`config.mk`:
```
export PLATFORM = sky130hd
export DESIGN_NAME = text_to_utf8_transcoder
export DESIGN_NICKNAME = d
export VERILOG_FILES = /design/src/sv/tu8_pkg.sv /design/src/sv/tu8_front.sv /design/src/sv/tu8_queue.sv /design/src/sv/tu8_back.sv /design/src/sv/text_to_utf8_transcoder.sv
export SDC_FILE = /design/constraint.sdc
export NUM_CORES = 1
export LEC_CHECK = 0
export BUFFER_PORTS_ARGS = -buffer_cell sky130_fd_sc_hd__buf_2
export CORE_MARGIN = 2
export CORE_UTILIZATION = 30
export DETAILED_ROUTE_END_ITERATION = 10
export MAX_ROUTING_LAYER = met4
export PLACE_DENSITY = 0.53
export SYNTH_ARGS = -nofsm -noshare
export SYNTH_HDL_FRONTEND = slang
export SYNTH_SLANG_ARGS = --single-unit
```
`constraint.sdc`:
```
create_clock -name clk_i -period 7.4 [get_ports clk_i]
set_input_delay 0.37 -clock clk_i [delete_from_list [all_inputs] [get_ports clk_i]]
set_output_delay 0.37 -clock clk_i [all_outputs]
set_load 0.005 [all_outputs]
```
`src/sv/tu8_pkg.sv`:
```
package tu8_pkg;

  // Source encodings selected by the mode register. Any other code decodes as big endian.
  typedef enum logic [1:0] {
    MODE_CP1252 = 2'd0,
    MODE_LE     = 2'd1,
    MODE_BE     = 2'd2
  } mode_e;

  localparam logic [7:0]  QMARK     = 8'h3F;
  localparam logic [20:0] SUPP_BASE = 21'h10000;
  localparam logic [5:0]  SURR_HI   = 6'b110110;
  localparam logic [5:0]  SURR_LO   = 6'b110111;
  localparam int unsigned QUEUE_DEPTH = 2;

  // One decoded request passed from the front to the back.
  // The back emits an optional '?' and then an optional code point.
  // After those, it emits an optional trailing '?'.
  typedef struct packed {
    logic        pre_q;
    logic        cp_vld;
    logic [20:0] cp;
    logic        post_q;
  } run_t;

  // windows-1252 to code point. The 0x80..0x9F block uses a fixed table.
  // All other bytes map as Latin-1.
  function automatic logic [15:0] cp1252_map(input logic [7:0] b);
    logic [15:0] r;
    r = {8'h00, b};
    if (b[7:5] == 3'b100) begin
      case (b[4:0])
        5'h00: r = 16'h20AC;  5'h01: r = 16'h0081;  5'h02: r = 16'h201A;
        5'h03: r = 16'h0192;  5'h04: r = 16'h201E;  5'h05: r = 16'h2026;
        5'h06: r = 16'h2020;  5'h07: r = 16'h2021;  5'h08: r = 16'h02C6;
        5'h09: r = 16'h2030;  5'h0A: r = 16'h0160;  5'h0B: r = 16'h2039;
        5'h0C: r = 16'h0152;  5'h0D: r = 16'h008D;  5'h0E: r = 16'h017D;
        5'h0F: r = 16'h008F;  5'h10: r = 16'h0090;  5'h11: r = 16'h2018;
        5'h12: r = 16'h2019;  5'h13: r = 16'h201C;  5'h14: r = 16'h201D;
        5'h15: r = 16'h2022;  5'h16: r = 16'h2013;  5'h17: r = 16'h2014;
        5'h18: r = 16'h02DC;  5'h19: r = 16'h2122;  5'h1A: r = 16'h0161;
        5'h1B: r = 16'h203A;  5'h1C: r = 16'h0153;  5'h1D: r = 16'h009D;
        5'h1E: r = 16'h017E;  5'h1F: r = 16'h0178;
        default: r = {8'h00, b};
      endcase
    end
    return r;
  endfunction

endpackage

```
`src/sv/tu8_front.sv`:
```
module tu8_front (
  input  logic          clk_i,
  input  logic          rst_ni,
  input  logic          cfg_we_i,
  input  logic [1:0]    cfg_wdata_i,
  input  logic          in_valid_i,
  output logic          in_stall_o,
  input  logic [7:0]    in_byte_i,
  input  logic          end_of_data_i,
  input  logic          q_full_i,
  output logic          push_o,
  output tu8_pkg::run_t push_run_o
);
  import tu8_pkg::*;

  logic [1:0] mode_q;
  logic       phase_q, phase_d;
  logic [7:0] held_q, held_d;
  logic       hp_q, hp_d;
  logic [9:0] payload_q, payload_d;
  logic [15:0] unit;
  logic        is_hi, is_lo, accept;
  run_t        run;

  assign in_stall_o = q_full_i;
  assign accept     = in_valid_i && !q_full_i;

  // Assemble the code unit in the selected byte order.
  assign unit  = (mode_q == MODE_LE) ? {in_byte_i, held_q} : {held_q, in_byte_i};
  assign is_hi = (unit[15:10] == SURR_HI);
  assign is_lo = (unit[15:10] == SURR_LO);

  // Classify the byte and compute the next pairing state.
  always_comb begin
    phase_d   = phase_q;
    held_d    = held_q;
    hp_d      = hp_q;
    payload_d = payload_q;
    run       = '0;
    if (mode_q == MODE_CP1252) begin
      run.cp_vld = 1'b1;
      run.cp     = {5'd0, cp1252_map(in_byte_i)};
    end else if (!phase_q) begin
      held_d  = in_byte_i;
      phase_d = 1'b1;
    end else begin
      phase_d = 1'b0;
      hp_d    = 1'b0;
      if (hp_q && is_lo) begin
        run.cp_vld = 1'b1;
        run.cp     = SUPP_BASE + {1'b0, payload_q, unit[9:0]};
      end else begin
        run.pre_q = hp_q;
        if (is_hi) begin
          hp_d      = 1'b1;
          payload_d = unit[9:0];
        end else if (is_lo) begin
          run.cp_vld = 1'b1;
          run.cp     = {13'd0, QMARK};
        end else begin
          run.cp_vld = 1'b1;
          run.cp     = {5'd0, unit};
        end
      end
    end
    // End of data flushes a waiting high surrogate and clears pairing.
    if (end_of_data_i) begin
      run.post_q = hp_d;
      phase_d    = 1'b0;
      held_d     = '0;
      hp_d       = 1'b0;
      payload_d  = '0;
    end
  end

  assign push_o     = accept && (run.pre_q || run.cp_vld || run.post_q);
  assign push_run_o = run;

  // Mode register and pairing state.
  always_ff @(posedge clk_i or negedge rst_ni) begin
    if (!rst_ni) begin
      mode_q    <= MODE_CP1252;
      phase_q   <= 1'b0;
      held_q    <= '0;
      hp_q      <= 1'b0;
      payload_q <= '0;
    end else begin
      if (cfg_we_i) begin
        mode_q <= cfg_wdata_i;
      end
      if (accept) begin
        phase_q   <= phase_d;
        held_q    <= held_d;
        hp_q      <= hp_d;
        payload_q <= payload_d;
      end
    end
  end

endmodule

```
`src/sv/tu8_queue.sv`:
```
module tu8_queue (
  input  logic          clk_i,
  input  logic          rst_ni,
  input  logic          push_i,
  input  tu8_pkg::run_t push_run_i,
  output logic          full_o,
  output logic          empty_o,
  input  logic          pop_i,
  output tu8_pkg::run_t head_o
);
  import tu8_pkg::*;

  localparam int unsigned PtrW = $clog2(QUEUE_DEPTH);

  run_t            mem_q [QUEUE_DEPTH];
  logic [PtrW-1:0] wr_q, rd_q;
  logic [PtrW:0]   cnt_q;

  assign full_o  = (cnt_q == (PtrW+1)'(QUEUE_DEPTH));
  assign empty_o = (cnt_q == '0);
  assign head_o  = mem_q[rd_q];

  // Entry storage. The queue holds payload only, so it has no reset.
  always_ff @(posedge clk_i) begin
    if (push_i) begin
      mem_q[wr_q] <= push_run_i;
    end
  end

  // Pointers and fill count.
  always_ff @(posedge clk_i or negedge rst_ni) begin
    if (!rst_ni) begin
      wr_q  <= '0;
      rd_q  <= '0;
      cnt_q <= '0;
    end else begin
      if (push_i) begin
        wr_q <= (wr_q == PtrW'(QUEUE_DEPTH - 1)) ? '0 : wr_q + 1'b1;
      end
      if (pop_i) begin
        rd_q <= (rd_q == PtrW'(QUEUE_DEPTH - 1)) ? '0 : rd_q + 1'b1;
      end
      if (push_i && !pop_i) begin
        cnt_q <= cnt_q + 1'b1;
      end else if (pop_i && !push_i) begin
        cnt_q <= cnt_q - 1'b1;
      end
    end
  end

endmodule

```
`src/sv/tu8_back.sv`:
```
module tu8_back (
  input  logic          clk_i,
  input  logic          rst_ni,
  input  logic          empty_i,
  input  tu8_pkg::run_t head_i,
  output logic          pop_o,
  output logic          out_valid_o,
  input  logic          out_stall_i,
  output logic [7:0]    utf8_byte_o,
  output logic          last_of_run_o
);
  import tu8_pkg::*;

  logic [7:0] enc [4];
  logic [2:0] enc_n;
  logic [7:0] seq [4];
  logic [2:0] cnt;
  logic [1:0] idx_q;
  logic       out_valid_q, out_last_q, load, is_last;
  logic [7:0] out_byte_q;
  logic [20:0] cp;

  assign cp = head_i.cp;

  // UTF-8 encoding of the code point.
  always_comb begin
    enc[0] = cp[7:0];
    enc[1] = '0;
    enc[2] = '0;
    enc[3] = '0;
    enc_n  = 3'd1;
    if (cp[20:7] == '0) begin
      enc_n = 3'd1;
    end else if (cp[20:11] == '0) begin
      enc[0] = {3'b110, cp[10:6]};
      enc[1] = {2'b10, cp[5:0]};
      enc_n  = 3'd2;
    end else if (cp[20:16] == '0) begin
      enc[0] = {4'b1110, cp[15:12]};
      enc[1] = {2'b10, cp[11:6]};
      enc[2] = {2'b10, cp[5:0]};
      enc_n  = 3'd3;
    end else begin
      enc[0] = {5'b11110, cp[20:18]};
      enc[1] = {2'b10, cp[17:12]};
      enc[2] = {2'b10, cp[11:6]};
      enc[3] = {2'b10, cp[5:0]};
      enc_n  = 3'd4;
    end
  end

  // Lay out the full byte run of the head request. A run never exceeds four bytes.
  always_comb begin
    for (int i = 0; i < 4; i++) begin
      seq[i] = '0;
    end
    cnt = '0;
    if (head_i.pre_q) begin
      seq[cnt[1:0]] = QMARK;
      cnt = cnt + 3'd1;
    end
    for (int i = 0; i < 4; i++) begin
      if (head_i.cp_vld && (3'(i) < enc_n)) begin
        seq[cnt[1:0]] = enc[i];
        cnt = cnt + 3'd1;
      end
    end
    if (head_i.post_q) begin
      seq[cnt[1:0]] = QMARK;
      cnt = cnt + 3'd1;
    end
  end

  assign load    = !empty_i && (!out_valid_q || !out_stall_i);
  assign is_last = ({1'b0, idx_q} == cnt - 3'd1);
  assign pop_o   = load && is_last;

  // Output register. It advances one byte a cycle unless the receiver stalls.
  always_ff @(posedge clk_i or negedge rst_ni) begin
    if (!rst_ni) begin
      out_valid_q <= 1'b0;
      idx_q       <= '0;
    end else begin
      if (load) begin
        out_valid_q <= 1'b1;
        idx_q       <= is_last ? '0 : idx_q + 1'b1;
      end else if (!out_stall_i) begin
        out_valid_q <= 1'b0;
      end
    end
  end

  always_ff @(posedge clk_i) begin
    if (load) begin
      out_byte_q <= seq[idx_q];
      out_last_q <= is_last;
    end
  end

  assign out_valid_o   = out_valid_q;
  assign utf8_byte_o   = out_byte_q;
  assign last_of_run_o = out_last_q;

endmodule

```
`src/sv/text_to_utf8_transcoder.sv`:
```
// Text to UTF-8 transcoder.
// The input channel (in_valid_i, in_stall_o, in_byte_i, end_of_data_i) takes one
// source byte per request. The output channel (out_valid_o, out_stall_i,
// utf8_byte_o, last_of_run_o) delivers one UTF-8 byte per request.
// last_of_run_o marks the final byte that one input byte caused. A source byte
// that completes nothing gives no output.
// The mode register is written through cfg_we_i and cfg_wdata_i while the block
// is idle. Mode 0 is windows-1252, mode 1 is UTF-16 little endian, and mode 2 is
// UTF-16 big endian.
// The front decodes one byte per cycle into a run request. The request goes into
// a two-entry queue. The back expands each request into one to four bytes.
// Throughput: one input byte per cycle while the queue has room. The output
// registers deliver one byte per cycle unless the receiver stalls, so an item
// that expands to N bytes occupies the back until all N bytes are loaded.
// When the back is free, the first byte of a run is registered in the queue and
// then in the output register before it is valid.
// Reset clears the mode to windows-1252 and clears the pairing state and queue.
// When the receiver stalls, the output byte holds and the queue fills. The input
// stalls once the queue is full.
module text_to_utf8_transcoder (
  input  logic       clk_i,
  input  logic       rst_ni,
  input  logic       cfg_we_i,
  input  logic [1:0] cfg_wdata_i,
  input  logic       in_valid_i,
  output logic       in_stall_o,
  input  logic [7:0] in_byte_i,
  input  logic       end_of_data_i,
  output logic       out_valid_o,
  input  logic       out_stall_i,
  output logic [7:0] utf8_byte_o,
  output logic       last_of_run_o
);
  import tu8_pkg::*;

  logic q_full, q_empty, push, pop;
  run_t push_run, head_run;

  // Decode front.
  tu8_front u_front (
    .clk_i        (clk_i),
    .rst_ni       (rst_ni),
    .cfg_we_i     (cfg_we_i),
    .cfg_wdata_i  (cfg_wdata_i),
    .in_valid_i   (in_valid_i),
    .in_stall_o   (in_stall_o),
    .in_byte_i    (in_byte_i),
    .end_of_data_i(end_of_data_i),
    .q_full_i     (q_full),
    .push_o       (push),
    .push_run_o   (push_run)
  );

  // Request queue between front and back.
  tu8_queue u_queue (
    .clk_i     (clk_i),
    .rst_ni    (rst_ni),
    .push_i    (push),
    .push_run_i(push_run),
    .full_o    (q_full),
    .empty_o   (q_empty),
    .pop_i     (pop),
    .head_o    (head_run)
  );

  // Byte emitter.
  tu8_back u_back (
    .clk_i        (clk_i),
    .rst_ni       (rst_ni),
    .empty_i      (q_empty),
    .head_i       (head_run),
    .pop_o        (pop),
    .out_valid_o  (out_valid_o),
    .out_stall_i  (out_stall_i),
    .utf8_byte_o  (utf8_byte_o),
    .last_of_run_o(last_of_run_o)
  );

endmodule

```
# Word-level counts from Yosys, hierarchy flattened
# Memory sizes are Yosys's and may differ from the RTL's.
# Index checks and enable logic that the tools add are counted.
dict set report word_totals {
  romBits 352
  latchBits 0
  mem_bits_rw 48
  n_memories 2
  elab_cells 168
  output_inout_bits 11
  register_bits 38
  in_bits 16
}
# name depth width rd rd_clocked_by_memory_dff write_ports line_no
set memory_table {}
lappend memory_table {{(no name shown)} 32 11 1 0 0 tu8_pkg.sv:32} ;# case (b[4:0])
lappend memory_table {u_queue.mem_q 2 24 1 0 1 tu8_queue.sv:15} ;# run_t mem_q [QUEUE_DEPTH];
dict set report op_classes {
  n_reduce_logical 36
  shifts 0
  n_addsub 12
  muxes 72
  n_lt_le_gt_ge 15
  div 0
  n_mul 0
  n_eq_ne 10
  bitwise_logic 9
}
# operator n
set ops {}
lappend ops {{$mux W32} 6}
lappend ops {{$bwmux W32} 4}
lappend ops {{$mux W8} 11}
lappend ops {{$demux W8 S2} 5}
lappend ops {{$mux W22} 3}
lappend ops {{$mux W16} 4}
lappend ops {{$mux W10} 5}
lappend ops {{$mux W3} 8}
lappend ops {{$or A24 B24 Y24} 1}
lappend ops {{$mux W23} 1}
lappend ops {{$add A17 B20 Y21 const A} 1}
lappend ops {{$mux W21} 1}
lappend ops {{$ge A3 B3 Y1 const B} 6}
lappend ops {{$mux W1} 18}
lappend ops {{$bmux W8 S2} 1}
lappend ops {{$logic_and A1 B1 Y1} 16}
lappend ops {{$lt A3 B1 Y1 const B} 5}
lappend ops {{$not A2 Y3} 5}
lappend ops {{$logic_not A14 Y1} 1}
lappend ops {{$mux W14} 1}
lappend ops {{$add A3 B1 Y3 const B} 4}
lappend ops {{$eq A6 B6 Y1 const B} 2}
lappend ops {{$logic_not A10 Y1} 1}
lappend ops {{$and A8 B8 Y8} 1}
lappend ops {{other kinds (25)} 43}

# Logic depth before layout (Yosys ltp)
# Gate-level depths: netlist (run 1).
# An unclocked memory read counts as a cell.
dict set report logic_depth {
  ltp_word 25
  mapped_depth 24
  ltp_nobuf 22
}

# Cells and area by module
# A second synthesis (run 1) with hierarchy kept.
dict set report unflattened {
  cells_unflattened 651
  hier_area_um2 6587.6
}
# mod area_each_um2 n_inst seq_area_each_um2 cells_per_inst
set modules_own_cells {}
lappend modules_own_cells {tu8_back 2326.0 1 345.3 293}
lappend modules_own_cells {tu8_front 2240.9 1 550.5 267}
lappend modules_own_cells {tu8_queue 2020.7 1 1541.5 91}

# Worst setup path before layout (run 1)
# Ideal clock, no wire load.
dict set report synth_path {
  kind {register to register}
  from {register u_queue.rd_q}
  to {register u_queue.cnt_q[1]}
  stages_incl_launch_ff 24
  arrival_ns 5.224
  path_buffers 3
  required_ns 7.320
  synth_period_minus_slack_ns 5.304
  setup_time_ns 0.080
  path_slack_ns 2.096
  path_cell_list {dfrtp_1 > buf_4 > buf_2 > mux2i_1 > ha_1 > clkbuf_1 > xnor2_1 > ha_1 > mux2_2 > inv_1 > ha_1 > mux2i_1 > ha_1 > nand2_1 > o21ai_0 > ha_1 > xor2_1 > xnor2_1 > xnor3_2 > or4_4 > ha_1 > xor2_1 > nor2_1 > xnor2_1}
}
dict set report synth_between {
  elab_chain_cells 22
  elab_cells_between_ends 34
  classes_between {add/sub: 6; order compare: 4; eq/ne: 1; mux: 10; reduce/logical: 12; memory: 1}
}
# item line_no
set synth_lines {}
lappend synth_lines {{from (decl)} tu8_queue.sv:16} ;# logic [PtrW-1:0] wr_q, rd_q;
lappend synth_lines {{from (signal assigned)} tu8_queue.sv:41} ;# rd_q <= (rd_q == PtrW'(QUEUE_DEPTH - 1)) ? '0 : rd_q + 1'b1;
lappend synth_lines {{$mem_v2 Z2 W24 (*)} n/a}
lappend synth_lines {{$logic_not A5 Y1} tu8_back.sv:38} ;# end else if (cp[20:16] == '0) begin
lappend synth_lines {{$mux W3} tu8_back.sv:38}
lappend synth_lines {{$mux W3} tu8_back.sv:34} ;# end else if (cp[20:11] == '0) begin
lappend synth_lines {{$mux W3} tu8_back.sv:32} ;# if (cp[20:7] == '0) begin
lappend synth_lines {{$lt A1 B3 Y1} tu8_back.sv:63} ;# if (head_i.cp_vld && (3'(i) < enc_n)) begin
lappend synth_lines {{$logic_and A1 B1 Y1} tu8_back.sv:63}
lappend synth_lines {{$mux W3} tu8_back.sv:63}
lappend synth_lines {{[6 not listed]} n/a}
lappend synth_lines {{$add A3 B1 Y3} tu8_back.sv:70} ;# cnt = cnt + 3'd1;
lappend synth_lines {{$mux W3 (*)} tu8_back.sv:68} ;# if (head_i.post_q) begin
lappend synth_lines {{$sub A3 B1 Y3 (*)} tu8_back.sv:75} ;# assign is_last = ({1'b0, idx_q} == cnt - 3'd1);
lappend synth_lines {{$eq A2 B3 Y1 (*)} tu8_back.sv:75}
lappend synth_lines {{$logic_and A1 B1 Y1 (*)} tu8_back.sv:76} ;# assign pop_o = load && is_last;
lappend synth_lines {{$logic_not A1 Y1} tu8_queue.sv:43} ;# if (push_i && !pop_i) begin
lappend synth_lines {{$logic_and A1 B1 Y1} tu8_queue.sv:43}
lappend synth_lines {{$mux W2 or $reduce_bool A2 Y1 (tied branches)} n/a}
lappend synth_lines {{to (signal assigned)} tu8_queue.sv:44} ;# cnt_q <= cnt_q + 1'b1;
lappend synth_lines {{to (signal assigned)} tu8_queue.sv:46} ;# cnt_q <= cnt_q - 1'b1;
lappend synth_lines {{to (decl)} tu8_queue.sv:17} ;# logic [PtrW:0] cnt_q;
# Mark *: on every way between the ends. The rest lies on a longest branch, timed or not.
# A chain may end at the register's enable or synchronous reset.

# Worst setup path after layout (run 1)
# Same ends and word-level chain as after synthesis.

==> impl_metrics.env, run 1 <==
export IMPL_status="complete, no violations"
export IMPL_setup_viol=0
export IMPL_gp_congestion=0.999
export IMPL_grt_pass1_wl_mm=32.2
export IMPL_drt_iter0_drc=712
export IMPL_ys_flop_type="edfxtp_1"
export IMPL_dpl_hpwl_mm=15.2
export IMPL_synth_top_area_share_pct=26.0
export IMPL_grt_max_degree=36
export IMPL_netlist_instances=724
export IMPL_drive_gt1_share_pct=12.6
export IMPL_cts_tree="yes"
export IMPL_hold_class="input pin to asynchronous set/reset pin"
export IMPL_reg2reg_from="u_queue.rd_q"
export IMPL_clk_latency_ps=350
export IMPL_postCtsHoldBufs=0
export IMPL_fin_crit_ps=6230
export IMPL_ant_nets=0
export IMPL_start_util_pct=30.4
export IMPL_critical_path_class="flop to flop"
export IMPL_htreeDepth=3
export IMPL_die_x_um=152
export IMPL_dp_cells=1000
export IMPL_cts_root_buf="clkbuf_16"
export IMPL_synth_edf_count=57
export IMPL_period_share_pct=84.1
export IMPL_r2r_end="u_queue.cnt_q[1]"
export IMPL_maxCapViolCount=0
export IMPL_cts_buffers=9
export IMPL_synth_area_leader_cell="edfxtp_1"
export IMPL_post_cts_setup_buffer_count=0
export IMPL_async_reset_ff_share_pct=33.7
export IMPL_fmax_ghz=0.161
export IMPL_place_area_um2=7000
export IMPL_reg2reg_depth=21
export IMPL_synth_area_leaders="edfxtp_1 26%, dfrtp_1 11%, mux2i_1 6.1%"
export IMPL_post_place_ws_ps=1210
export IMPL_switching_share_pct=47.6
export IMPL_rsz0062_at_grt="false"
export IMPL_combPwrFrac_pct=60.8
export IMPL_vias=6017
export IMPL_cts_sinks=86
export IMPL_routed_wl_mm=20.6
export IMPL_yosys_cell_count_top_type="nand2_1"
export IMPL_tns_ps=0
export IMPL_final_cell_count_no_fill=1016
export IMPL_synth_nets=764
export IMPL_avgRoutedWirePerCell_um=20.3
export IMPL_antenna_found_initial=0
export IMPL_ys_types=80
export IMPL_crit_required_ps=7680
export IMPL_worst_slack_ps=1170
export IMPL_crit_fanout=29
export IMPL_die_height_um=152
export IMPL_io_pins=27
export IMPL_dr_pass1_iters=5
export IMPL_design_die_area_um2=23200
export IMPL_numPortBuffers=26
export IMPL_p_int_uw=1740
export IMPL_antenna_cells=0
export IMPL_vias_per_cell=5.92
export IMPL_clkSlewWorstSetupHoldPaths_ps=70
export IMPL_critPathLaunch="u_queue.rd_q"
export IMPL_hold_viol=0
export IMPL_hold_ws_ps=69.5
export IMPL_stdcell_area_um2=7320
export IMPL_ctsResizeCount=0
export IMPL_yosys_warnings=0
export IMPL_cp_end_kind="flop"
export IMPL_fillers=2195
export IMPL_drcViolationCount=0
export IMPL_synth_seq_cells=86
export IMPL_grt_use_total_pct=17.9
export IMPL_timing_reg2reg_setup_slack_ps=1170
export IMPL_rows=54
export IMPL_ys_seq_area_share_pct=37.0
export IMPL_synth_commonest_cells="77 x nand2_1, 57 x edfxtp_1, 56 x o21ai_0"
export IMPL_worstSetupStartpointType="flop"
export IMPL_syn_mean_instance_area_um2=9.11
export IMPL_power_frac_seq_pct=24.3
export IMPL_slew_headroom_pct=32.2
export IMPL_finClkSkew_ps=6.77
export IMPL_switching_power_uw=1580
export IMPL_slew_violations=0
export IMPL_gr_total_overflow=0
export IMPL_p_leak_uw=0.00272
export IMPL_nets=771
export IMPL_syn_area_um2=6600
export IMPL_tightest_slew_ps=989
export IMPL_ir_drop_v=0.000203
export IMPL_critPathArrivalTime_ps=6500
export IMPL_area_growth_pct=11.0
export IMPL_clockBufferDepth=2
export IMPL_clockPowerShare_pct=14.9
export IMPL_power_density_nw_per_um2=455
export IMPL_first_global_vias=5590
export IMPL_core_area_um2=21700
[critical path, stage by stage (launching register included)]
cell	delay, ps
dfrtp_2	770
nor4b_1	520
o21a_1	460
a41oi_2	370
a21oi_1	360
ha_1	280
mux2_2	300
inv_1	80
ha_1	230
mux2i_1	320
ha_1	300
nand2_1	50
o21ai_0	100
ha_1	210
xor2_1	170
xnor2_1	170
xnor3_2	310
or4_4	550
ha_1	200
xor2_1	140
nor2_1	120
xnor2_1	120
[cell families after synthesis]
logic type | synth area share [%]
AOI/OAI and AO/OA | 25.4
buffers and inverters | 3.93
muxes | 9.66
DFF | 37.0
xor gates and xnor gates | 2.83
adders and majority gates | 4.55
and+or+nand+nor | 16.7
[cells in the final DEF, fill, tap and decap left out, types with 11 or more instances in the layout]
master and instances:
nand2_1 77, edfxtp_1 57, o21ai_0 56, a21oi_1 46, nor2_1 45, mux2i_1 40
dfrtp_1 28, buf_2 26, ha_1 24, inv_1 21, nand3_1 20, mux2_2 19
a31oi_1 19, nor3_1 15, o22ai_1 14, and2_1 13, a22oi_1 12, buf_4 12
o211ai_1 11
[final cells by class]
cell class | count | area [um^2] | share of cell area (%)
tap | 280 | 350 | 4.79
clock buffer | 10 | 229 | 3.13
timing repair buffer | 38 | 220 | 3.01
multi-input combinational | 574 | 3900 | 53.3
clock inverter | 6 | 93.8 | 1.28
inverter | 22 | 82.6 | 1.13
sequential | 86 | 2440 | 33.3
[power by group through the flow]
| stage | Combinational [uW] | Sequential [uW] | Clock [uW] |
|---|---|---|---|
| floorplan | 1470 | 744 | 0 |
| global placement | 1980 | 814 | 0 |
| detailed placement | 1970 | 817 | 0 |
| CTS | 1980 | 807 | 505 |
| global route | 2210 | 824 | 524 |
| finish | 2020 | 808 | 496 |
[how the worst max path moves through the flow]
stage	cells after the start	end	slack (ps)
after floorplan	23	u_queue.cnt_q[1]	2100
after global placement	21	u_queue.cnt_q[1]	1320
after detailed placement	21	u_queue.cnt_q[1]	1210
after CTS	21	u_queue.cnt_q[1]	1200
after global routing	21	u_queue.cnt_q[1]	770
final	21	u_queue.cnt_q[1]	1170
[per-stage QoR]
step / total power, uW / util (%)
after floorplan: 2210 / -
after global placement: 2790 / 32.3
after CTS: 3290 / 33.7
final: 3330 / 33.7
after global routing: 3560 / 33.7
after detailed placement: 2790 / 32.3
[flip-flops by register name, summed over array words and instances (netlist names)]
| register | cells |
|---|---|
| u_back.utf8_byte_o | 8 |
| u_queue.wr_q | 1 |
| u_queue.rd_q | 1 |
| u_queue.mem_q | 48 |
| u_back.last_of_run_o | 1 |
| u_back.idx_q | 2 |
| u_front.held_q | 8 |
| u_front.hp_q | 1 |
| u_queue.cnt_q | 2 |
| u_back.out_valid_o | 1 |
| u_front.mode_q | 2 |
| u_front.payload_q | 10 |
| u_front.phase_q | 1 |
[routing by layer]
layer	up-vias	track usage [%]	routed length [um]
li1	2798	-	-
met1	2891	23.4	9190
met2	275	27.5	9430
met3	53	2.84	1170
met4	0	7.70	820
met5	-	-	0
No activity file was read; power rests on OpenSTA's default activity.
==> inputs of run 2 (changes only) <==
PLACE_DENSITY = 0.54   (was 0.53)
clock period = 5.6 ns   (was 7.4 ns; I/O delays follow)
==> run 2 against run 1 <==
Effect of this change: hold slack improved by 86 ps; die area did not move; critical endpoint unchanged; total power up 38%; cell area rose by 3.3%; flip-flop and latch count did not move; clock power is 35% higher; first-iteration DRC count increased by 0.70%; via count up 2.0%; register-to-register slack worse by 860 ps; non-clock buffer count grew 21.
==> impl_metrics.env, run 2 (synthesis gave the netlist of run 1 again) <==
export IMPL_grt_use_total_pct=18.5
export IMPL_slowest_delay_ps=500
export IMPL_clkSlewWorstSetupHoldPaths_ps=70
export IMPL_largest_reg_flops=48
export IMPL_drcViolationCount=0
export IMPL_crit_required_ps=5880
export IMPL_reg2reg_from="u_queue.rd_q"
export IMPL_antenna_cells=0
export IMPL_fmax_ghz=0.189
export IMPL_htreeDepth=3
export IMPL_hold_class="input pin to flop"
export IMPL_hold_viol=0
export IMPL_avgRoutedWirePerCell_um=20.5
export IMPL_dp_cells=1016
export IMPL_dpl_hpwl_mm=15.7
export IMPL_switching_share_pct=46.6
export IMPL_cp_end_kind="flop"
export IMPL_core_area_um2=21700
export IMPL_period_share_pct=94.3
export IMPL_routed_wl_mm=21.2
export IMPL_slew_violations=0
export IMPL_io_pins=27
export IMPL_switching_power_uw=2140
export IMPL_start_util_pct=30.4
export IMPL_status="complete, no violations"
export IMPL_critical_path_class="flop to flop"
export IMPL_cp_cell_sequence="buf_6, or4b_4, o22ai_4, a41oi_4, nor2_2, a21oi_2, ha_1, mux2_4, inv_2, ha_1, mux2i_1, buf_4, ha_1, nand2_1, o21ai_0, ha_1, xor2_1, xnor2_1, xnor3_2, or4_4, ha_2, xor2_1, nor2_1, xnor2_1"
export IMPL_grt_pass1_wl_mm=33.2
export IMPL_final_cell_count_no_fill=1037
export IMPL_critPathArrivalTime_ps=5560
export IMPL_vias_per_cell=5.92
export IMPL_critPathLaunch="u_queue.rd_q"
export IMPL_maxCapViolCount=0
export IMPL_nets=792
export IMPL_gr_total_overflow=0
export IMPL_p_leak_uw=0.00284
export IMPL_power_density_nw_per_um2=608
export IMPL_die_height_um=152
export IMPL_tightest_slew_ps=1120
export IMPL_path_buf_inv=3
export IMPL_rsz0062_at_grt="false"
export IMPL_power_frac_seq_pct=22.7
export IMPL_layout_commonest_cell="nand2_1"
export IMPL_slew_headroom_pct=25.4
export IMPL_design_die_area_um2=23200
export IMPL_hold_ws_ps=155
export IMPL_setup_viol=0
export IMPL_combPwrFrac_pct=62.8
export IMPL_critical_path_top_delay_family="simple AND/OR/NAND/NOR gates"
export IMPL_tns_ps=0
export IMPL_cts_sinks=86
export IMPL_grt_max_degree=35
export IMPL_critPathSlowestCell="or4_4"
export IMPL_fin_crit_ps=5280
export IMPL_p_int_uw=2460
export IMPL_cts_buffers=9
export IMPL_drive_gt1_share_pct=16.1
export IMPL_cts_root_buf="clkbuf_16"
export IMPL_numPortBuffers=26
export IMPL_min_from="out_stall_i"
export IMPL_cts_tree="yes"
export IMPL_clockBufferDepth=2
export IMPL_antenna_found_initial=0
export IMPL_die_x_um=152
export IMPL_crit_fanout=7
export IMPL_final_cell_mix="77 x nand2_1, 57 x edfxtp_1, 56 x o21ai_0, 45 x a21oi_1, 44 x nor2_1"
export IMPL_regMostFlops="u_queue.mem_q"
export IMPL_crit_top_cell="ha_1"
export IMPL_finClkSkew_ps=10.0
export IMPL_clk_latency_ps=350
export IMPL_dr_pass1_iters=5
export IMPL_drt_iter0_drc=717
export IMPL_vias=6136
export IMPL_clockPowerShare_pct=14.5
export IMPL_first_global_vias=5912
export IMPL_fillers=2214
export IMPL_largestRegisters="u_queue.mem_q: 48 flops, u_front.payload_q: 10 flops"
export IMPL_worstSetupStartpointType="flop"
export IMPL_area_growth_pct=14.6
export IMPL_rows=54
export IMPL_ant_nets=0
export IMPL_gp_congestion=0.965
export IMPL_ir_drop_v=0.000261
## run 2: cell count changes in the layout (fill, tap and decap cells not counted), sizes merged
cell / previous run / this run
clkbuf: 10 / 9
clkinvlp: 1 / 0
buf: 38 / 58
dlygate4sd3: 0 / 1
inv: 24 / 25
clkinv: 1 / 2
## run 2: final timing paths
| check | to | slack, ps | cells after the start |
|---|---|---|---|
| min in group asynchronous | u_queue.wr_q | 510 | 2 |
| worst max register to register | u_queue.cnt_q[1] | 320 | 24 |
| worst min register to register | u_front.payload_q[4] | 490 | 2 |
| worst max-delay path | u_queue.cnt_q[1] | 320 | 24 |
| max in group asynchronous | u_queue.rd_q | 4590 | 2 |
| worst min-delay path | u_back.out_valid_o | 160 | 3 |
## run 2: through the flow
step	area, um^2	power (uW)	worst slack [ps]	utilization, %
after detailed placement	7130	3750	167	32.9
after CTS	7470	4440	131	34.4
after global routing	7560	4910	34.7	34.9
after floorplan	6600	2920	296	-
after global placement	7130	3770	238	32.9
final	7560	4600	318	34.9
## run 2: worst min-delay path, stage by stage
cell	delay [ps]
buf_2	70
nand2_1	60
nand2_1	60
## run 2: what timing repair did
| action | 4_1_cts | 5_1_grt |
|---|---|---|
| hold buffers | 1 | 0 |
| buffers inserted | 0 | 4 |
| endpoints found under the setup margin | 0 | 2 |
| gates resized for setup | 0 | 16 |
| endpoints found under the hold margin | 27 | 0 |
## run 2: power groups by stage
| stage | Combinational [uW] | Sequential [uW] | Clock (uW) |
|---|---|---|---|
| 6_report | 2890 | 1040 | 669 |
| 5_1_grt | 3140 | 1060 | 710 |
| 4_1_cts | 2710 | 1040 | 684 |
| 3_5_place_dp | 2690 | 1060 | 0 |
| 3_3_place_gp | 2720 | 1050 | 0 |
| 2_1_floorplan | 1940 | 983 | 0 |
## run 2: routing by layer
layer	GRT usage [%]	vias up	wire (um)
li1	-	2837	-
met1	24.1	2968	9240
met2	28.3	269	9640
met3	3.21	62	1490
met4	8.46	0	875
met5	-	-	0
## run 2: cell type report
type | count | area (um^2) | share of cell area [%]
Multi-Input combinational cell | 574 | 3960 | 52.4
Sequential cell | 86 | 2440 | 32.3
Timing Repair Buffer | 59 | 400 | 5.30
Tap cell | 280 | 350 | 4.63
Clock buffer | 9 | 225 | 2.98
Clock inverter | 7 | 104 | 1.37
Inverter | 22 | 82.6 | 1.09
==> inputs of run 3 (changes only) <==
CORE_UTILIZATION = 55   (was 30)
PLACE_DENSITY = 0.83   (was 0.54)
==> run 3 against run 2 <==
Effect of this change: via count rose by 4.4%; clock-buffer cell count rose by 2; sequential power barely moved; critical path type unchanged.
==> impl_metrics.env, run 3 (synthesis gave the netlist of run 1 again) <==
export IMPL_die_x_um=114
export IMPL_clockPowerShare_pct=12.0
export IMPL_avgRoutedWirePerCell_um=24.0
export IMPL_largest_reg_flops=48
export IMPL_reg2reg_depth=23
export IMPL_grt_pass1_wl_mm=33.4
export IMPL_finClkSkew_ps=9.05
export IMPL_tightest_slew_ps=1090
export IMPL_fillers=936
export IMPL_clkSlewWorstSetupHoldPaths_ps=60
export IMPL_hold_viol=0
export IMPL_maxCapViolCount=0
export IMPL_crit_fanout=4
export IMPL_hold_class="input pin to flop"
export IMPL_drive_gt1_share_pct=15.9
export IMPL_rows=39
export IMPL_final_cell_count_no_fill=900
export IMPL_cts_root_buf="clkbuf_16"
export IMPL_htreeDepth=3
export IMPL_fin_crit_ps=5450
export IMPL_gp_congestion=1.02
export IMPL_power_density_nw_per_um2=624
export IMPL_dpl_hpwl_mm=15.8
export IMPL_register_area_um2=2440
export IMPL_crit_required_ps=5860
export IMPL_first_global_vias=5987
export IMPL_switching_power_uw=2200
export IMPL_core_area_um2=11600
export IMPL_routed_wl_mm=21.6
export IMPL_ir_drop_v=0.000427
export IMPL_layout_commonest_cell="nand2_1"
export IMPL_grt_use_total_pct=34.6
export IMPL_critical_path_class="flop to flop"
export IMPL_design_die_area_um2=12900
export IMPL_hold_ws_ps=150
export IMPL_worst_slack_ps=152
export IMPL_period_share_pct=97.3
export IMPL_drt_iter0_drc=824
export IMPL_vias_per_cell=7.11
export IMPL_cts_sinks=86
export IMPL_clockBufferDepth=2
export IMPL_cts_tree="yes"
export IMPL_slew_headroom_pct=27.1
export IMPL_regMostFlops="u_queue.mem_q"
export IMPL_largestRegisters="u_queue.mem_q: 48 flops, u_front.payload_q: 10 flops"
export IMPL_p_leak_uw=0.00282
export IMPL_nets=792
export IMPL_die_height_um=114
export IMPL_setup_viol=0
export IMPL_multi_input_area_um2=3970
export IMPL_numPortBuffers=26
export IMPL_combPwrFrac_pct=65.2
export IMPL_fmax_ghz=0.184
export IMPL_hold_depth=3
export IMPL_clk_latency_ps=350
export IMPL_critPathArrivalTime_ps=5710
export IMPL_power_frac_seq_pct=22.8
export IMPL_ant_nets=0
export IMPL_antenna_found_initial=0
export IMPL_slew_violations=0
export IMPL_post_place_ws_ps=99.1
export IMPL_status="complete, no violations"
export IMPL_drcViolationCount=0
export IMPL_io_pins=27
export IMPL_cp_end_kind="flop"
export IMPL_area_growth_pct=11.1
export IMPL_vias=6403
export IMPL_worstSetupStartpointType="flop"
export IMPL_antenna_cells=0
export IMPL_gr_total_overflow=0
export IMPL_grt_max_degree=36
export IMPL_final_cell_mix="77 x nand2_1, 57 x edfxtp_1, 55 x o21ai_0, 45 x a21oi_1, 44 x nor2_1"
export IMPL_dr_pass1_iters=5
export IMPL_start_util_pct=57.0
export IMPL_cts_buffers=9
export IMPL_p_int_uw=2370
export IMPL_switching_share_pct=48.2
export IMPL_dp_cells=878
==> run 3: cell count changes in the layout (fill, tap and decap cells not counted), sizes merged <==
cell,change
inv,-1
clkbuf,+2
bufinv,-2
clkinv,+1
==> run 3: final timing paths <==
| kind | start | end | slack, ps |
|---|---|---|---|
| min in group asynchronous | rst_ni | u_front.held_q[5] | 510 |
| worst max register to register | u_queue.rd_q | u_queue.cnt_q[1] | 150 |
| max in group asynchronous | rst_ni | u_queue.rd_q | 4590 |
| worst min-delay path | out_stall_i | u_back.out_valid_o | 150 |
| worst min register to register | u_back.out_valid_o | u_back.out_valid_o | 490 |
| worst max-delay path | u_queue.rd_q | u_queue.cnt_q[1] | 150 |
==> run 3: what timing repair did <==
| action | 4_1_cts | 5_1_grt |
|---|---|---|
| endpoints found under the hold margin | 29 | 0 |
| hold buffers | 1 | 0 |
| setup endpoints to repair | 0 | 3 |
| gates resized for setup | 0 | 16 |
| setup buffers | 0 | 5 |
==> run 3: area by class of cell <==
class,instances,area share (%)
clock buffer,11,3.18
clock inverter,5,0.461
inverter,22,1.13
multi-input combinational,574,54.1
sequential,86,33.3
tap,143,2.44
timing repair buffer,59,5.41
==> run 3: metal layers <==
layer,up-vias,global-route usage [%],wire [um]
li1,2837,-,-
met5,-,-,0
met2,458,55.4,10300
met4,0,16.9,1200
met3,104,5.63,2100
met1,3004,43.0,8000
==> run 3: power by group through the flow <==
stage          Sequential, uW  Combinational [uW]  Clock, uW
3_5_place_dp             1050                2710          0
4_1_cts                  1040                2730        555
6_report                 1040                2980        547
5_1_grt                  1060                3180        578
2_1_floorplan             983                1940          0
3_3_place_gp             1040                2710          0
==> run 3: through the flow <==
stage | utilization (%) | area [um^2] | total power (uW) | TNS, ps
after global placement | 60.0 | 6940 | 3740 | 0
final | 63.4 | 7330 | 4570 | 0
after detailed placement | 60.0 | 6940 | 3760 | 0
after floorplan | - | 6600 | 2920 | 0
after global routing | 63.4 | 7330 | 4820 | -75.5
after CTS | 62.4 | 7210 | 4320 | 0
==> run 3: critical path, cell delays in order, from the launching register on <==
cell and delay [ps]:
dfrtp_2 450, buf_4 170, or4_4 510, o22ai_4 170
a41oi_4 200, nor2_2 200, a21oi_2 60, ha_1 300
mux2_4 300, inv_1 80, ha_1 240, mux2i_2 250
ha_1 280, nand2_1 50, o21ai_1 70, ha_1 200
xor2_1 170, xnor2_1 180, xnor3_2 310, or4_4 540
ha_1 210, xor2_1 140, nor2_1 140, xnor2_1 140
